[src/design/led_effect_pattern_generator_assert.svh]
// Assertion macros for the LED effect pattern generator.
// Included by the RTL files that carry concurrent checks; no other dependencies.
`ifndef LED_EFFECT_PATTERN_GENERATOR_ASSERT_SVH
`define LED_EFFECT_PATTERN_GENERATOR_ASSERT_SVH
`ifndef SYNTHESIS
// Check on every rising edge outside reset.
`define LEPG_ASSERT_RST(lbl, clk, rst_n, prop) \
	lbl: assert property (@(posedge clk) disable iff (!rst_n) prop) \
		else $error("lepg: assertion failed");
// Check on every rising edge, reset included.
`define LEPG_ASSERT_CLK(lbl, clk, prop) \
	lbl: assert property (@(posedge clk) prop) \
		else $error("lepg: assertion failed");
`else
`define LEPG_ASSERT_RST(lbl, clk, rst_n, prop)
`define LEPG_ASSERT_CLK(lbl, clk, prop)
`endif
`endif

[src/design/lepg_pkg.sv]
// Shared types and constants for the LED effect pattern generator.
// No dependencies; imported by every module of the block.
`default_nettype none

package lepg_pkg;

	typedef enum logic [3:0] {
		EFF_OFF     = 4'd0,
		EFF_ON      = 4'd1,
		EFF_SLOW    = 4'd2,
		EFF_FAST    = 4'd3,
		EFF_BREATHE = 4'd4,
		EFF_PULSE   = 4'd5,
		EFF_STROBE  = 4'd6,
		EFF_CANDLE  = 4'd7,
		EFF_MORSE   = 4'd8
	} effect_t;

	typedef enum logic [1:0] {
		REG_PWM_PERIOD  = 2'd0,
		REG_DASH_MASK   = 2'd1,
		REG_MORSE_LEN   = 2'd2,
		REG_CANDLE_SEED = 2'd3
	} reg_index_t;

	localparam logic [7:0]  PWM_PERIOD_RST  = 8'd20;
	localparam logic [15:0] DASH_MASK_RST   = 16'd56;
	localparam logic [4:0]  MORSE_LEN_RST   = 5'd9;
	localparam logic [15:0] CANDLE_SEED_RST = 16'd44257;

	// Live configuration seen by the effect logic.
	typedef struct packed {
		logic [7:0]  pwm_period;
		logic [15:0] dash_mask;
		logic [4:0]  morse_length;
	} cfg_t;

	// Pre-reduced random draws for the next candle update.
	typedef struct packed {
		logic       ok;
		logic [3:0] step_mod17;
		logic [6:0] wait_mod90;
	} rnd_t;

endpackage

`default_nettype wire

[src/design/lepg_rand.sv]
// Candle random source: 16-bit Galois LFSR with two draws reduced ahead of use.
// Depends on lepg_pkg.
`default_nettype none

module lepg_rand (
	input  wire logic          clk,
	input  wire logic          arst_n,
	input  wire logic          seed_load,
	input  wire logic [15:0]   seed,
	input  wire logic          draw,
	output lepg_pkg::rnd_t     rnd
);
	import lepg_pkg::*;

	localparam logic [15:0] LFSR_TAPS = 16'hB400;
	localparam logic [15:0] RECIP_90  = 16'd46604;	// ceil(2^22 / 90)

	logic [15:0] lfsr_q;
	logic [15:0] next_q;
	logic [3:0]  m17_q;
	logic [6:0]  m90_q;
	logic        ok_q;

	logic [15:0] r1;
	logic [15:0] r2;
	logic [6:0]  fold;
	logic [3:0]  m17;
	logic [31:0] prod90;
	logic [9:0]  quot90;
	logic [16:0] rem90;
	logic [6:0]  m90;
	logic [15:0] seed_val;

	function automatic logic [15:0] lfsr_step(input logic [15:0] v);
		lfsr_step = v[0] ? ((v >> 1) ^ LFSR_TAPS) : (v >> 1);
	endfunction

	always_comb begin
		r1 = lfsr_step(lfsr_q);
		r2 = lfsr_step(r1);

		// 16 = -1 mod 17: alternate nibble sum, offset by 34 to stay positive
		fold = 7'd34 + {3'b000, r1[3:0]} + {3'b000, r1[11:8]}
			- {3'b000, r1[7:4]} - {3'b000, r1[15:12]};
		if (fold >= 7'd51) begin
			m17 = 4'(fold - 7'd51);
		end else if (fold >= 7'd34) begin
			m17 = 4'(fold - 7'd34);
		end else if (fold >= 7'd17) begin
			m17 = 4'(fold - 7'd17);
		end else begin
			m17 = fold[3:0];
		end

		// reciprocal quotient, then remainder with one correction step
		prod90 = {16'd0, r2} * {16'd0, RECIP_90};
		quot90 = prod90[31:22];
		rem90  = {1'b0, r2} - (({7'd0, quot90} << 6) + ({7'd0, quot90} << 4)
			+ ({7'd0, quot90} << 3) + ({7'd0, quot90} << 1));
		if (rem90 >= 17'd90) begin
			m90 = 7'(rem90 - 17'd90);
		end else begin
			m90 = rem90[6:0];
		end

		seed_val = (seed == 16'd0) ? 16'd1 : seed;
	end

	always_ff @(posedge clk or negedge arst_n) begin
		if (!arst_n) begin
			lfsr_q <= CANDLE_SEED_RST;
			ok_q   <= 1'b0;
		end else begin
			if (seed_load) begin
				lfsr_q <= seed_val;
			end else if (draw) begin
				lfsr_q <= next_q;
			end
			ok_q <= !(seed_load || draw);
		end
	end

	always_ff @(posedge clk) begin
		next_q <= r2;
		m17_q  <= m17;
		m90_q  <= m90;
	end

	assign rnd = '{ok: ok_q, step_mod17: m17_q, wait_mod90: m90_q};

endmodule

`default_nettype wire

[src/design/lepg_core.sv]
// Effect state and per-tick level logic for the LED effect pattern generator.
// Depends on lepg_pkg and led_effect_pattern_generator_assert.svh.
`default_nettype none
`include "led_effect_pattern_generator_assert.svh"

module lepg_core (
	input  wire logic          clk,
	input  wire logic          arst_n,
	input  wire logic          upd,
	input  wire logic          press,
	input  lepg_pkg::cfg_t     cfg,
	input  lepg_pkg::rnd_t     rnd,
	output logic               need_draw,
	output logic               lit,
	output lepg_pkg::effect_t  effect
);
	import lepg_pkg::*;

	effect_t     effect_q;
	logic [7:0]  pwm_phase_q;
	logic [7:0]  br_tens_q;
	logic [3:0]  br_ones_q;
	logic [9:0]  hb_phase_q;
	logic [5:0]  st_phase_q;
	logic [9:0]  blink_el_q;
	logic        blink_lvl_q;
	logic [6:0]  candle_lvl_q;
	logic [6:0]  candle_wait_q;
	logic [3:0]  morse_pos_q;
	logic        morse_lit_q;
	logic [9:0]  morse_rem_q;

	effect_t     eff_sel;
	logic [7:0]  period_eff;
	logic [4:0]  len_eff;
	logic [7:0]  br_tens;
	logic [3:0]  br_ones;
	logic [9:0]  hb_phase;
	logic [5:0]  st_phase;
	logic [9:0]  blink_el;
	logic        blink_lvl;
	logic [9:0]  blink_limit;
	logic [7:0]  cand_sum;
	logic [6:0]  candle_lvl_n;
	logic [6:0]  wait_cur;
	logic [7:0]  br_fall;
	logic [6:0]  br_duty;
	logic [6:0]  duty;
	logic [14:0] pwm_prod;
	logic [8:0]  phase_inc;
	logic [15:0] pwm_thr;
	logic        pwm_on;
	logic [3:0]  morse_pos;
	logic        morse_lit;
	logic [9:0]  morse_rem;

	always_comb begin
		eff_sel = effect_q;
		if (press) begin
			eff_sel = (effect_q == EFF_MORSE) ? EFF_OFF : effect_t'(effect_q + 4'd1);
		end

		period_eff = (cfg.pwm_period == 8'd0) ? 8'd1 : cfg.pwm_period;
		if (cfg.morse_length == 5'd0) begin
			len_eff = 5'd1;
		end else if (cfg.morse_length > 5'd16) begin
			len_eff = 5'd16;
		end else begin
			len_eff = cfg.morse_length;
		end

		// restart timers on a press
		br_tens   = press ? 8'd0 : br_tens_q;
		br_ones   = press ? 4'd0 : br_ones_q;
		hb_phase  = press ? 10'd0 : hb_phase_q;
		st_phase  = press ? 6'd0 : st_phase_q;
		blink_el  = press ? 10'd0 : blink_el_q;
		morse_pos = press ? 4'd0 : morse_pos_q;
		morse_lit = press ? 1'b0 : morse_lit_q;
		morse_rem = press ? 10'd0 : morse_rem_q;
		blink_lvl = blink_lvl_q;

		// candle
		need_draw = (eff_sel == EFF_CANDLE) && (candle_wait_q == 7'd0);
		cand_sum  = {1'b0, candle_lvl_q} + {4'd0, rnd.step_mod17};
		if (!need_draw) begin
			candle_lvl_n = candle_lvl_q;
		end else if (cand_sum < 8'd48) begin
			candle_lvl_n = 7'd40;
		end else if (cand_sum > 8'd103) begin
			candle_lvl_n = 7'd95;
		end else begin
			candle_lvl_n = 7'(cand_sum - 8'd8);
		end
		wait_cur = need_draw ? (7'd30 + rnd.wait_mod90) : candle_wait_q;

		// breathe duty from tens and units of the phase
		br_fall = (br_ones == 4'd0) ? (8'd200 - br_tens) : (8'd199 - br_tens);
		br_duty = (br_tens < 8'd100) ? br_tens[6:0] : br_fall[6:0];

		// phase < floor(P * duty / 100)  <=>  100 * (phase + 1) <= P * duty
		duty      = (eff_sel == EFF_CANDLE) ? candle_lvl_n : br_duty;
		pwm_prod  = {7'd0, period_eff} * {8'd0, duty};
		phase_inc = {1'b0, pwm_phase_q} + 9'd1;
		pwm_thr   = ({7'd0, phase_inc} << 6) + ({7'd0, phase_inc} << 5)
			+ ({7'd0, phase_inc} << 2);
		pwm_on    = pwm_thr <= {1'b0, pwm_prod};

		// blink
		blink_limit = (eff_sel == EFF_SLOW) ? 10'd500 : 10'd100;
		if ((eff_sel == EFF_SLOW || eff_sel == EFF_FAST) && blink_el >= blink_limit) begin
			blink_el  = 10'd0;
			blink_lvl = !blink_lvl_q;
		end

		// morse sequencer
		if (eff_sel == EFF_MORSE && morse_rem == 10'd0) begin
			if (!morse_lit) begin
				if ({1'b0, morse_pos} >= len_eff) begin
					morse_pos = 4'd0;
					morse_rem = 10'd200;
				end else begin
					morse_rem = cfg.dash_mask[morse_pos] ? 10'd600 : 10'd200;
				end
				morse_lit = 1'b1;
			end else begin
				morse_lit = 1'b0;
				if ({1'b0, morse_pos} + 5'd1 >= len_eff) begin
					morse_pos = 4'd0;
					morse_rem = 10'd400;
				end else begin
					morse_pos = morse_pos + 4'd1;
					morse_rem = 10'd200;
				end
			end
		end

		case (eff_sel) inside
			EFF_ON:               lit = 1'b1;
			EFF_SLOW, EFF_FAST:   lit = blink_lvl;
			EFF_BREATHE, EFF_CANDLE: lit = pwm_on;
			EFF_PULSE:            lit = (hb_phase < 10'd70)
				|| (hb_phase >= 10'd150 && hb_phase < 10'd220);
			EFF_STROBE:           lit = st_phase < 6'd10;
			EFF_MORSE:            lit = morse_lit;
			default:              lit = 1'b0;
		endcase

		effect = eff_sel;
	end

	always_ff @(posedge clk or negedge arst_n) begin
		if (!arst_n) begin
			effect_q      <= EFF_BREATHE;
			pwm_phase_q   <= 8'd0;
			br_tens_q     <= 8'd0;
			br_ones_q     <= 4'd0;
			hb_phase_q    <= 10'd0;
			st_phase_q    <= 6'd0;
			blink_el_q    <= 10'd0;
			blink_lvl_q   <= 1'b0;
			candle_lvl_q  <= 7'd40;
			candle_wait_q <= 7'd0;
			morse_pos_q   <= 4'd0;
			morse_lit_q   <= 1'b0;
			morse_rem_q   <= 10'd0;
		end else if (upd) begin
			effect_q    <= eff_sel;
			pwm_phase_q <= (phase_inc >= {1'b0, period_eff}) ? 8'd0 : phase_inc[7:0];
			if (br_ones == 4'd9) begin
				br_ones_q <= 4'd0;
				br_tens_q <= (br_tens == 8'd199) ? 8'd0 : br_tens + 8'd1;
			end else begin
				br_ones_q <= br_ones + 4'd1;
				br_tens_q <= br_tens;
			end
			hb_phase_q    <= (hb_phase == 10'd819) ? 10'd0 : hb_phase + 10'd1;
			st_phase_q    <= (st_phase == 6'd49) ? 6'd0 : st_phase + 6'd1;
			blink_el_q    <= (blink_el == 10'd1023) ? blink_el : blink_el + 10'd1;
			blink_lvl_q   <= blink_lvl;
			candle_lvl_q  <= candle_lvl_n;
			candle_wait_q <= (wait_cur == 7'd0) ? 7'd0 : wait_cur - 7'd1;
			morse_pos_q   <= morse_pos;
			morse_lit_q   <= morse_lit;
			morse_rem_q   <= (morse_rem == 10'd0) ? 10'd0 : morse_rem - 10'd1;
		end
	end

	`LEPG_ASSERT_RST(a_candle_level_range, clk, arst_n, candle_lvl_q >= 7'd40 && candle_lvl_q <= 7'd95)
	`LEPG_ASSERT_RST(a_candle_wait_bound, clk, arst_n, candle_wait_q <= 7'd118)
	`LEPG_ASSERT_RST(a_draw_reloads_wait, clk, arst_n, upd && need_draw |=> candle_wait_q >= 7'd29)
	`LEPG_ASSERT_RST(a_press_wraps, clk, arst_n, upd && press && effect_q == EFF_MORSE |=> effect_q == EFF_OFF)

endmodule

`default_nettype wire

[src/design/led_effect_pattern_generator.sv]
// Top level of the LED effect pattern generator: ports, configuration registers,
// input and result registers. Depends on lepg_pkg, lepg_rand and lepg_core.
//
//   channel | direction | handshake          | payload
//   --------+-----------+--------------------+-------------------------------
//   cfg     | in        | cfg_write          | cfg_index, cfg_wdata
//   in      | in        | in_valid, in_stall | button_press (one tick)
//   out     | out       | out_valid,out_stall| led_lit, effect_now
//
// One tick per clock: a transfer on in is registered, evaluated from the
// input register and lands in the result register when it advances, and the
// result is offered from there until it moves on; a new tick may follow on
// every edge unless out_stall or a draw that is not ready holds it back.
// The LFSR draws are reduced ahead of use; after a candle seed write a tick
// that needs a draw waits in the input register until they are ready again.
// Reset restores the register defaults, breathe as the active effect and the
// seed loaded into the LFSR. A stalled result holds; in_stall rises only when
// the input register is full and cannot move on.
`default_nettype none

module led_effect_pattern_generator (
	input  wire logic         clk,
	input  wire logic         arst_n,
	input  wire logic         cfg_write,
	input  wire logic [1:0]   cfg_index,
	input  wire logic [15:0]  cfg_wdata,
	input  wire logic         in_valid,
	output logic              in_stall,
	input  wire logic         button_press,
	output logic              out_valid,
	input  wire logic         out_stall,
	output logic              led_lit,
	output logic [3:0]        effect_now
);
	import lepg_pkg::*;

	cfg_t        cfg_q;
	logic        valid_s1;
	logic        press_s1;
	logic        valid_s2;
	logic        led_lit_s2;
	effect_t     effect_s2;

	rnd_t        rnd;
	logic        need_draw;
	logic        core_lit;
	effect_t     core_effect;
	logic        adv;
	logic        seed_load;

	// Advance the input register when the result register is free and any
	// random draw it needs is ready.
	assign adv       = valid_s1 && (!valid_s2 || !out_stall) && (rnd.ok || !need_draw);
	assign in_stall  = valid_s1 && !adv;
	assign seed_load = cfg_write && (reg_index_t'(cfg_index) == REG_CANDLE_SEED);

	// Configuration registers.
	always_ff @(posedge clk or negedge arst_n) begin
		if (!arst_n) begin
			cfg_q.pwm_period   <= PWM_PERIOD_RST;
			cfg_q.dash_mask    <= DASH_MASK_RST;
			cfg_q.morse_length <= MORSE_LEN_RST;
		end else if (cfg_write) begin
			unique case (reg_index_t'(cfg_index))
				REG_PWM_PERIOD: cfg_q.pwm_period   <= cfg_wdata[7:0];
				REG_DASH_MASK:  cfg_q.dash_mask    <= cfg_wdata;
				REG_MORSE_LEN:  cfg_q.morse_length <= cfg_wdata[4:0];
				REG_CANDLE_SEED: begin
					// seed goes straight into the LFSR
				end
				default: begin
				end
			endcase
		end
	end

	// Input and result valid flags.
	always_ff @(posedge clk or negedge arst_n) begin
		if (!arst_n) begin
			valid_s1 <= 1'b0;
			valid_s2 <= 1'b0;
		end else begin
			if (!valid_s1 || adv) begin
				valid_s1 <= in_valid;
			end
			if (adv) begin
				valid_s2 <= 1'b1;
			end else if (!out_stall) begin
				valid_s2 <= 1'b0;
			end
		end
	end

	// Payload: capture on an input transfer, hold the result until it moves on.
	always_ff @(posedge clk) begin
		if (in_valid && !in_stall) begin
			press_s1 <= button_press;
		end
		if (adv) begin
			led_lit_s2 <= core_lit;
			effect_s2  <= core_effect;
		end
	end

	lepg_rand u_rand (
		.clk       (clk),
		.arst_n    (arst_n),
		.seed_load (seed_load),
		.seed      (cfg_wdata),
		.draw      (adv && need_draw),
		.rnd       (rnd)
	);

	lepg_core u_core (
		.clk       (clk),
		.arst_n    (arst_n),
		.upd       (adv),
		.press     (press_s1),
		.cfg       (cfg_q),
		.rnd       (rnd),
		.need_draw (need_draw),
		.lit       (core_lit),
		.effect    (core_effect)
	);

	assign out_valid  = valid_s2;
	assign led_lit    = led_lit_s2;
	assign effect_now = effect_s2;

endmodule

`default_nettype wire
[config.mk]
export PLATFORM = sky130hd
export DESIGN_NAME = led_effect_pattern_generator
export DESIGN_NICKNAME = d
export VERILOG_FILES = /design/src/design/lepg_pkg.sv /design/src/design/lepg_rand.sv /design/src/design/lepg_core.sv /design/src/design/led_effect_pattern_generator.sv
export VERILOG_INCLUDE_DIRS = /design/src /design/src/design
export SDC_FILE = /design/constraint.sdc
export NUM_CORES = 1
export LEC_CHECK = 0
export ABC_AREA = 1
export BUFFER_PORTS_ARGS = -buffer_cell sky130_fd_sc_hd__buf_2
export CAP_MARGIN = 15
export CELL_PAD_IN_SITES_DETAIL_PLACEMENT = 1
export CELL_PAD_IN_SITES_GLOBAL_PLACEMENT = 1
export CORE_MARGIN = 2
export CORE_UTILIZATION = 35
export CTS_BUF_LIST = sky130_fd_sc_hd__clkbuf_8
export CTS_CLUSTER_SIZE = 28
export DETAILED_ROUTE_END_ITERATION = 7
export GPL_TIMING_DRIVEN = 0
export PLACE_DENSITY_LB_ADDON = 0.1
export SYNTH_ARGS = -nofsm -noshare
export SYNTH_HDL_FRONTEND = slang
export SYNTH_SLANG_ARGS = --single-unit
[constraint.sdc]
create_clock -name clk -period 13.02 [get_ports clk]
set_input_delay 1.302 -clock clk [delete_from_list [all_inputs] [get_ports clk]]
set_output_delay 1.302 -clock clk [all_outputs]
set_load 0.02 [all_outputs]
== Yosys cells after proc, flatten, opt, wreduce, memory -nomap -nowiden ==
Cells that the tools add are included.
Word-level totals
  output and inout bits: 7
  logic and storage cells: 196
  register bits: 161
  bits of input ports: 24
Operators by class
  multiply operators: 2
  mux-type cells: 61
  $lt $le $gt $ge: 18
  bitwise gates (word level): 2
  reduce and logical (&&, ||, !) cells: 39
  add/subtract/negate cells: 30
  equality and inequality tests: 18
Operator list (number)
  two-way mux 10 bit: 11
  two-way mux 16 bit: 5
  two-way mux 7 bit: 9
  two-way mux 4 bit: 12
  two-way mux 8 bit: 5
  multiplier 16 x 14 -> 30 bit (second input constant): 1
  adder 10 x 1 -> 10 bit (second input constant): 2
  == test 10 bit (second input constant): 2
  zero test 10 bit: 2
  two-way mux 9 bit: 2
  adder 16 x 14 -> 17 bit: 1
  adder 17 x 11 -> 17 bit: 1
  adder 17 x 13 -> 17 bit: 1
  >= comparator 17 x 7 -> 1 bit (second input constant): 1
  subtractor 16 x 17 -> 17 bit: 1
  adder 15 x 14 -> 16 bit: 1
  adder 16 x 11 -> 16 bit: 1
  == test 4 x 3 -> 1 bit (second input constant): 4
  less-or-equal comparator 16 x 15 -> 1 bit: 1
  zero test 16 bit: 1
  multiplier 8 x 7 -> 15 bit: 1
  >= comparator 7 x 6 -> 1 bit (second input constant): 2
  zero test 7 bit: 2
  subtractor 7 x 4 -> 7 bit: 2
  53 further kinds: 99

== Depth between registers and ports, before layout ==
Gate-level depths: netlist of the first run.
  word-level depth: 12
  depth in mapped cells: 49
  mapped depth without buffers: 48

== Modules after synthesis ==
Synthesis of the first run repeated with hierarchy kept, for this count alone.
Unflattened totals
  cells, all modules: 2548
  area total of the unflattened synthesis: 18985.7 µm²
By module, submodules not included
  lepg_core: seq. area each 2005.7 µm², times used 1, cells an instance 1287, area each 9132.5 µm²
  lepg_rand: seq. area each 975.9 µm², times used 1, cells an instance 1125, area each 8316.7 µm²
  led_effect_pattern_generator: seq. area each 964.7 µm², times used 1, cells an instance 136, area each 1536.5 µm²

== Worst setup path after synthesis of the first run ==
Ideal clock, no wire load.
  path kind: flip-flop to flip-flop
  start point: register u_rand.lfsr_q[0]
  end point: register u_rand.m90_q[1]
  library setup time: 113 ps
  setup slack: 4156 ps
  clock period less this slack: 8864 ps
  path buffers: 1
  cell stages (with the launch flop): 42
  required time: 12907 ps
  arrival time: 8751 ps
  cells stage by stage: dfstp_2 > clkbuf_1 > xor2_1 > xor2_1 > inv_1 > ha_1 > inv_1 > fa_1 > fa_1 > inv_1 > fa_1 > ha_1 > ha_1 > ha_1 > nand2_1 > nor2_1 > and2_1 > nand4_1 > [6 not listed] > ha_1 > xnor2_1 > fa_1 > inv_1 > ha_1 > a21oi_1 > a21boi_0 > nand3_1 > nand2_1 > nand3b_1 > nand2_1 > nand2_1 > nor2_1 > nand3_1 > nor2_2 > nand2_1 > nand2_1 > nand2_1
Between the ends
  cells in the longest elaborated chain, start to end: 10
  elaborated cells on any way between the ends: 11
  classes of those cells: 5 x add/sub; 1 x mul; 1 x order compare; 3 x mux; 1 x bitwise
Ends and longest elaborated chain
  from (decl): line lepg_rand.sv:18  | logic [15:0] lfsr_q;
  from (signal assigned): line lepg_rand.sv:75  | lfsr_q <= seed_val;
  from (signal assigned): line lepg_rand.sv:77  | lfsr_q <= next_q;
  two-way mux 16 bit (*): line lepg_rand.sv:35  | lfsr_step = v[0] ? ((v >> 1) ^ LFSR_TAPS) : (v >> 1);
  inverter 3 -> 4 bit (no line)
  two-way mux 16 bit (*): line lepg_rand.sv:35
  net u_rand.r2[12]: line lepg_rand.sv:25  | logic [15:0] r2;
  multiplier 16 x 14 -> 30 bit: line lepg_rand.sv:56  | prod90 = {16'd0, r2} * {16'd0, RECIP_90};
  adder 16 x 14 -> 17 bit: line lepg_rand.sv:58  | rem90 = {1'b0, r2} - (({7'd0, quot90} << 6) + ({7'd0, quot90} << 4)
  adder 17 x 13 -> 17 bit: line lepg_rand.sv:59  | + ({7'd0, quot90} << 3) + ({7'd0, quot90} << 1));
  adder 17 x 11 -> 17 bit: line lepg_rand.sv:59
  subtractor 16 x 17 -> 17 bit (*): line lepg_rand.sv:58
  >= comparator 17 x 7 -> 1 bit: line lepg_rand.sv:60  | if (rem90 >= 17'd90) begin
  two-way mux 7 bit (*): line lepg_rand.sv:60
  net u_rand.m90[1]: line lepg_rand.sv:31  | logic [6:0] m90;
  to (signal assigned): line lepg_rand.sv:86  | m90_q <= m90;
  to (decl): line lepg_rand.sv:21  | logic [6:0] m90_q;
The timed path passes the listed nets; every way through them passes the cells marked *.
A chain may end at the register's enable or synchronous reset.

== Worst setup path in the final report of the first run ==
  start point: register u_rand.lfsr_q[0]
  end point: register u_rand.m90_q[6]
Between the ends
  cells in the longest elaborated chain, start to end: 10
  elaborated cells on any way between the ends: 11
  classes of those cells: 5 x add/sub; 1 x mul; 1 x order compare; 3 x mux; 1 x bitwise
Ends and longest elaborated chain (line)
  two-way mux 16 bit (*): lepg_rand.sv:35
  inverter 3 -> 4 bit (no line)
  two-way mux 16 bit (*): lepg_rand.sv:35
  net u_rand.r2[12]: lepg_rand.sv:25
  multiplier 16 x 14 -> 30 bit: lepg_rand.sv:56
  adder 16 x 14 -> 17 bit: lepg_rand.sv:58
  adder 17 x 13 -> 17 bit: lepg_rand.sv:59
  adder 17 x 11 -> 17 bit: lepg_rand.sv:59
  subtractor 16 x 17 -> 17 bit (*): lepg_rand.sv:58
  >= comparator 17 x 7 -> 1 bit or subtractor 7 bit (tied branches): lepg_rand.sv:60, lepg_rand.sv:61
  two-way mux 7 bit (*): lepg_rand.sv:60
  net u_rand.m90[6]: lepg_rand.sv:31
Marked as above.

==> summary.md, run 1 <==
| Metric | Value |
|---|---|
| Non-filler instance count after layout | 3147 |
| Gpl congestion | 0.851 |
| Vias in the first global route | 16800 |
| Global-route wire length before repair | 90.3 mm |
| Setup slack, reg-to-reg | 2.06 ns |
| CTS max path bufs | 2 |
| CTS root buf | clkbuf_8 |
| Number of synthesized flops with an enable pin | 6 |
| Pre-CTS WS | 2.01 ns |
| Clock Pin Slew Worst Setup and Hold Paths | 0.10 ns |
| Yosys warns | 0 |
| Clk_lat worst skew | 0.49 ns |
| Count leader, synth | inv_1 |
| WL/cell | 17.5 µm |
| Worst path most repeated cell | nand2_1 |
| Ant diodes | 0 |
| Worst path arrival time | 11.33 ns |
| Row cnt | 83 |
| Synth-to-Final Area Change | 7.74% |
| CP Capture Type | register |
| Syn nets | 2798 |
| Share of layout cells above drive strength 1 | 5.96% |
| Register bit total from synthesis | 161 |
| DP Area | 19200 µm² |
| Max_cap viols | 0 |
| Critical Path Fanout Max | 7 |
| Syn Std Cell Area | 18200 µm² |
| I/O Buffers | 30 |
| Area of the multi-input gates | 12200 µm² |
| Post-CTS Hold Buffers | 0 |
| Initial DRC count | 544 |
| Top cells by area, synth | ha_1, dfrtp_1, fa_1 |
| Clock skew | 0.0145 ns |
| Actual slew at the worst max-slew pin | 0.966 ns |
| Final instance area | 19600 µm² |
| Critical path type | reg -> reg |
| Async set-reset flop share out of synthesis | 79.5% |
| Final worst setup slack | 2.06 ns |
| Core Area | 51400 µm² |
| Tot GR Track Use | 21.3% |
| Initial antenna violation count | 3 |
| Via count | 15700 |
| Remaining routing DRC violations | 0 |
| Max Freq | 0.0913 GHz |
| Unrepaired setup endpoints after global routing | no |
| I/O pins | 31 |
| Ys flop type | dfrtp_1 |
| Outcome | complete, no violations |
| Slew Limit Fails | 0 |
| Placed cell count | 3115 |
| Die Wd | 232 µm |
| Final ANT Viol Nets | 0 |
| Slowest stage cell, crit path | dfstp_2 |
| Yosys top cell by area | ha_1 |
| CTS tree | done |
| Post-Synthesis Cells | 2404 |
| Crit-path max cell delay | 0.67 ns |
| Synth cell types | 62 |
| Sum of negative setup slack | 0 ns |
| Register area share after synthesis | 21.7% |
| Seq. cell area | 3950 µm² |
| HPWL after DPL | 45.8 mm |
| H-tree depth | 4 |
| Pin count of the biggest net entering global routing | 84 |
| Startpoint Class | register |
| Die area | 53900 µm² |
| GRT overflow | 0 |
| CTS Buf Count | 17 |
| Post-CTS Setup Inserts | 0 |
| Initial DRT Pass Iterations | 5 |
| Initial Util | 35.4% |
| Final Critical Period | 10.96 ns |
| Finish-stage setup viols | 0 |
| Final Hold Fails | 0 |
| Worst path required time | 13.40 ns |
| Fill cells | 6420 |
| Final-stage net count | 2848 |
| CTS resizes | 0 |
| Post-synth top area share | 17.7% |
| Final wirelength | 55.0 mm |
| CTS sink count | 161 |
| Top post-synthesis cells by count | inv_1, nand2_1, ha_1 |
| Worst hold path class | reg -> reg |
| Fin crit share | 84.1% |
| Mean area per synthesized cell | 7.58 µm² |
| Die Ht | 232 µm |
| Slew headroom | 35.2% |
| Routed vias/inst | 5.00 |
-- cells in the final DEF, fill, tap and decap left out, types with 20 or more instances in the layout --
master | Yosys | layout
o22ai_1 | 20 | 20
inv_1 | 486 | 488
xnor2_1 | 33 | 33
ha_1 | 257 | 257
fa_1 | 113 | 113
nand2_1 | 473 | 473
o21ai_1 | 24 | 24
o21ai_0 | 138 | 138
xor2_1 | 72 | 72
dfxtp_1 | 27 | 27
nand3_1 | 124 | 124
buf_2 | 8 | 37
nand4_1 | 31 | 31
nor2_1 | 187 | 187
nor3_1 | 27 | 27
dfrtp_1 | 110 | 110
a21oi_1 | 90 | 90
-- metal layers --
layer	part of all wire, %	wire [µm]	global-route usage (%)	vias up
li1	-	-	-	7774
met1	47	26100	28.0	7799
met2	49	27000	37.6	130
met3	2.2	1240	2.60	40
met4	1.3	707	3.93	6
met5	0.064	35	0	-
-- metrics by stage --
stage          utilization (%)  hold WS [ns]
6_report                  38.2         0.440
5_1_grt                   38.2         0.461
4_1_cts                   38.2         0.443
3_5_place_dp              37.4         0.429
3_3_place_gp              37.4         0.413
2_1_floorplan                -         0.406
-- final timing paths --
| kind | endpoint | startpoint | depth (start not counted) |
|---|---|---|---|
| max | u_rand.m90_q[6] | u_rand.lfsr_q[0] | 41 |
| min | u_rand.lfsr_q[7] | u_rand.next_q[7] | 2 |
| max reg2reg | u_rand.m90_q[6] | u_rand.lfsr_q[0] | 41 |
| min reg2reg | u_rand.lfsr_q[7] | u_rand.next_q[7] | 2 |
| max in group asynchronous | u_core.effect_q[2] | arst_n | 2 |
| min in group asynchronous | u_core.pwm_phase_q[1] | arst_n | 1 |
-- sequential cells by signal (all words and copies together) (netlist names), 7 cells and up --
register,count
cfg_q,29
u_rand.lfsr_q,16
u_rand.next_q,16
u_core.blink_el_q,10
u_core.hb_phase_q,10
u_core.morse_rem_q,10
u_core.br_tens_q,8
u_core.pwm_phase_q,8
u_core.candle_lvl_q,7
u_core.candle_wait_q,7
u_rand.m90_q,7
-- critical path: cells and delay by family, from the launching register on --
family	cells	cell delay, ns
buffers and inverters	6	0.93
AO/OA/AOI/OAI	4	1.03
flip-flops	1	0.67
XOR/XNOR	4	1.49
adder cells (fa/ha/maj)	11	4.45
AND/OR/NAND/NOR	16	2.24
-- kinds of logic (layout without fill, tap and decap cells) --
group                      count (synthesis)  in the layout  share of synthesized area [%]
and+or+nand+nor                          893            893                           21.0
buffers and inverters                    531            594                           11.4
adders and majority gates                370            370                           30.1
AOI/OAI and AO/OA                        340            340                           10.6
DFF                                      161            161                           21.7
xor gates and xnor gates                 105            105                           5.05
muxes                                      4              4                          0.247
-- cell type report --
type / count / share of cell area [%]
Inverter: 495 / 9.48
Multi-Input combinational cell: 1712 / 62.1
Tap cell: 680 / 4.34
Clock buffer: 19 / 1.33
Buffer: 36 / 1.08
Clock inverter: 13 / 0.574
Sequential cell: 161 / 20.1
Timing Repair Buffer: 31 / 0.937
Power of run 1 is left out: the tool's default activity adds up to more than one toggle a clock period on the data nets, which glitch-free logic cannot reach.
==> run 2: changes to the inputs <==
==> constraint.sdc (replaced) <==
create_clock -name clk -period 9.5 [get_ports clk]
set_input_delay 0.95 -clock clk [delete_from_list [all_inputs] [get_ports clk]]
set_output_delay 0.95 -clock clk [all_outputs]
set_load 0.02 [all_outputs]
==> run 2 against run 1 <==
Against the previous run:
- via count is 1.2% higher
- critical endpoint is now u_rand.m90_q[3]
- register-to-register slack worse by 1.5 ns
- worst hold slack worse by 0.048 ns
- routed wire length is 1.5% higher
==> summary.md, run 2 (synthesized netlist as in run 1, its figures left out) <==
| Metric | Value |
|---|---|
| Outcome | complete, no violations |
| Final wirelength | 55.9 mm (+1.5%) |
| Via count | 15900 (+1.2%) |
| Core Area | 51400 µm² (unchanged) |
| Vias in the first global route | 16900 (+0.46%) |
| I/O pins | 31 (unchanged) |
| Largest register FFs | 29 (unchanged) |
| CTS max path bufs | 2 (unchanged) |
| Startpoint Class | register |
| Pre-CTS WS | -1.51 ns (-3.52 ns) |
| Tot GR Track Use | 21.5% (+0.15 points) |
| Worst path most repeated cell | fa_1 |
| Fin crit share | 94.5% (+10 points) |
| Final-stage net count | 2882 (+1.2%) |
| Routed vias/inst | 5.01 (+0.15%) |
| H-tree depth | 4 (unchanged) |
| Setup slack, reg-to-reg | 0.52 ns (-1.55 ns) |
| Initial Util | 35.4% (unchanged) |
| Slew Limit Fails | 0 (unchanged) |
| Clock Pin Slew Worst Setup and Hold Paths | 0.10 ns (about the same) |
| Top Registers | cfg_q: 29 flops, u_rand.lfsr_q: 16 flops, u_rand.next_q: 16 flops |
| Worst path required time | 9.93 ns (-3.47 ns) |
| R2R depth | 41 (unchanged) |
| Actual slew at the worst max-slew pin | 0.805 ns (-0.160 ns) |
| GRT overflow | 0 (unchanged) |
| Critical Path Fanout Max | 5 (-2) |
| Slowest stage cell, crit path | dfstp_2 |
| Initial antenna violation count | 3 (unchanged) |
| Crit-path max cell delay | 0.56 ns (-0.11 ns) |
| Clock skew | 0.0143 ns (-0.000243 ns) |
| Final Critical Period | 8.98 ns (-1.97 ns) |
| Final Hold Fails | 0 (unchanged) |
| Initial DRT Pass Iterations | 4 (-1) |
| I/O Buffers | 30 (unchanged) |
| Die area | 53900 µm² (unchanged) |
| CTS sink count | 161 (unchanged) |
| Final ANT Viol Nets | 0 (unchanged) |
| CTS Buf Count | 17 (unchanged) |
| WL/cell | 17.6 µm (+0.45%) |
| Worst reg2reg path endpoint | u_rand.m90_q[3] |
| Global-route wire length before repair | 90.9 mm (+0.64%) |
| Die Ht | 232 µm (unchanged) |
| Commonest cells after routing, fill and taps aside | inv_1, nand2_1, ha_1 |
| Synth-to-Final Area Change | 11.8% |
| Reg2reg start | u_rand.lfsr_q[0] |
| Gpl congestion | 0.851 (unchanged) |
| Post-CTS Hold Buffers | 0 (unchanged) |
| Row cnt | 83 (unchanged) |
| Ant diodes | 0 (unchanged) |
| Worst hold path class | in -> async |
| Fill cells | 6368 (-0.81%) |
| CTS tree | done |
| Die Wd | 232 µm (unchanged) |
| Sum of negative setup slack | 0 ns (unchanged) |
| Pin count of the biggest net entering global routing | 84 (unchanged) |
| Worst path arrival time | 9.41 ns (-1.92 ns) |
| Clk_lat worst skew | 0.49 ns (about the same) |
| Min Hold Slack | 0.391 ns (-0.0483 ns) |
| CP Capture Type | register |
| CTS root buf | clkbuf_8 |
| Remaining routing DRC violations | 0 (unchanged) |
| Initial DRC count | 640 (+18%) |
| Finish-stage setup viols | 0 (unchanged) |
| Max Freq | 0.111 GHz (+22%) |
| Max_cap viols | 0 (unchanged) |
| Slew headroom | 46.1% (+11 points) |
| Share of layout cells above drive strength 1 | 10.0% (+4.0 points) |
| Critical path type | reg -> reg |
| Reg with most FFs | cfg_q |
| Commonest non-fill, non-tap cell in the layout | inv_1 |
| Final worst setup slack | 0.518 ns (-1.55 ns) |
| HPWL after DPL | 45.8 mm (unchanged) |
-- run 2: cell type report --
cell class	count	area, µm²	area share (%)
inverters	495	1870	9.19
repair buffers	65	439	2.16
clock buffers	19	262	1.28
flip-flops and latches	161	3960	19.4
clock inverters	13	113	0.553
plain buffers	36	226	1.11
well taps	680	851	4.18
multi-input cells	1712	12600	62.1
-- run 2: metal layers --
metal  vias to the layer above  wire [µm]  GRT usage (%)
met3                        46       1410           2.64
met5                         -         35              0
met2                       143      27500           37.9
li1                       7840          -              -
met4                         6        842           4.25
met1                      7908      26100           28.1
-- run 2: worst max path at each step --
| stage | start | to | slack (ns) | cells after the start |
|---|---|---|---|---|
| floorplan | u_rand.lfsr_q[0] | u_rand.m90_q[1] | 0.64 | 41 |
| global placement | u_rand.lfsr_q[0] | u_rand.m90_q[6] | -1.43 | 39 |
| detailed placement | u_rand.lfsr_q[1] | u_rand.m90_q[1] | -1.51 | 41 |
| CTS | u_rand.lfsr_q[7] | u_rand.m90_q[6] | 0.003 | 45 |
| global route | u_rand.lfsr_q[0] | u_rand.m90_q[3] | -0.03 | 42 |
| finish | u_rand.lfsr_q[0] | u_rand.m90_q[3] | 0.52 | 41 |
-- run 2: critical path: cells and delay by family (launching register included) --
kind	cells	cell delay, ns
buf+inv	7	0.71
simple gates	15	1.82
flops	1	0.56
xor+xnor	4	0.71
compound gates	4	0.72
fa+ha+maj	11	4.37
-- run 2: stage by stage --
step | area (µm²) | instances | utilization, %
after global routing | 20400 | 3181 | 39.6
after floorplan | 18200 | 2404 | -
final | 20400 | 3181 | 39.6
after global placement | 19200 | 3114 | 37.4
after detailed placement | 19200 | 3115 | 37.4
after CTS | 19800 | 3152 | 38.6
-- run 2: repair_timing --
item                       4_1_cts  5_1_grt
setup buffers                    5       29
setup endpoints to repair        6        6
resized for setup               38       58
pin swaps                        5       11
Power of run 2 is left out for the same reason.
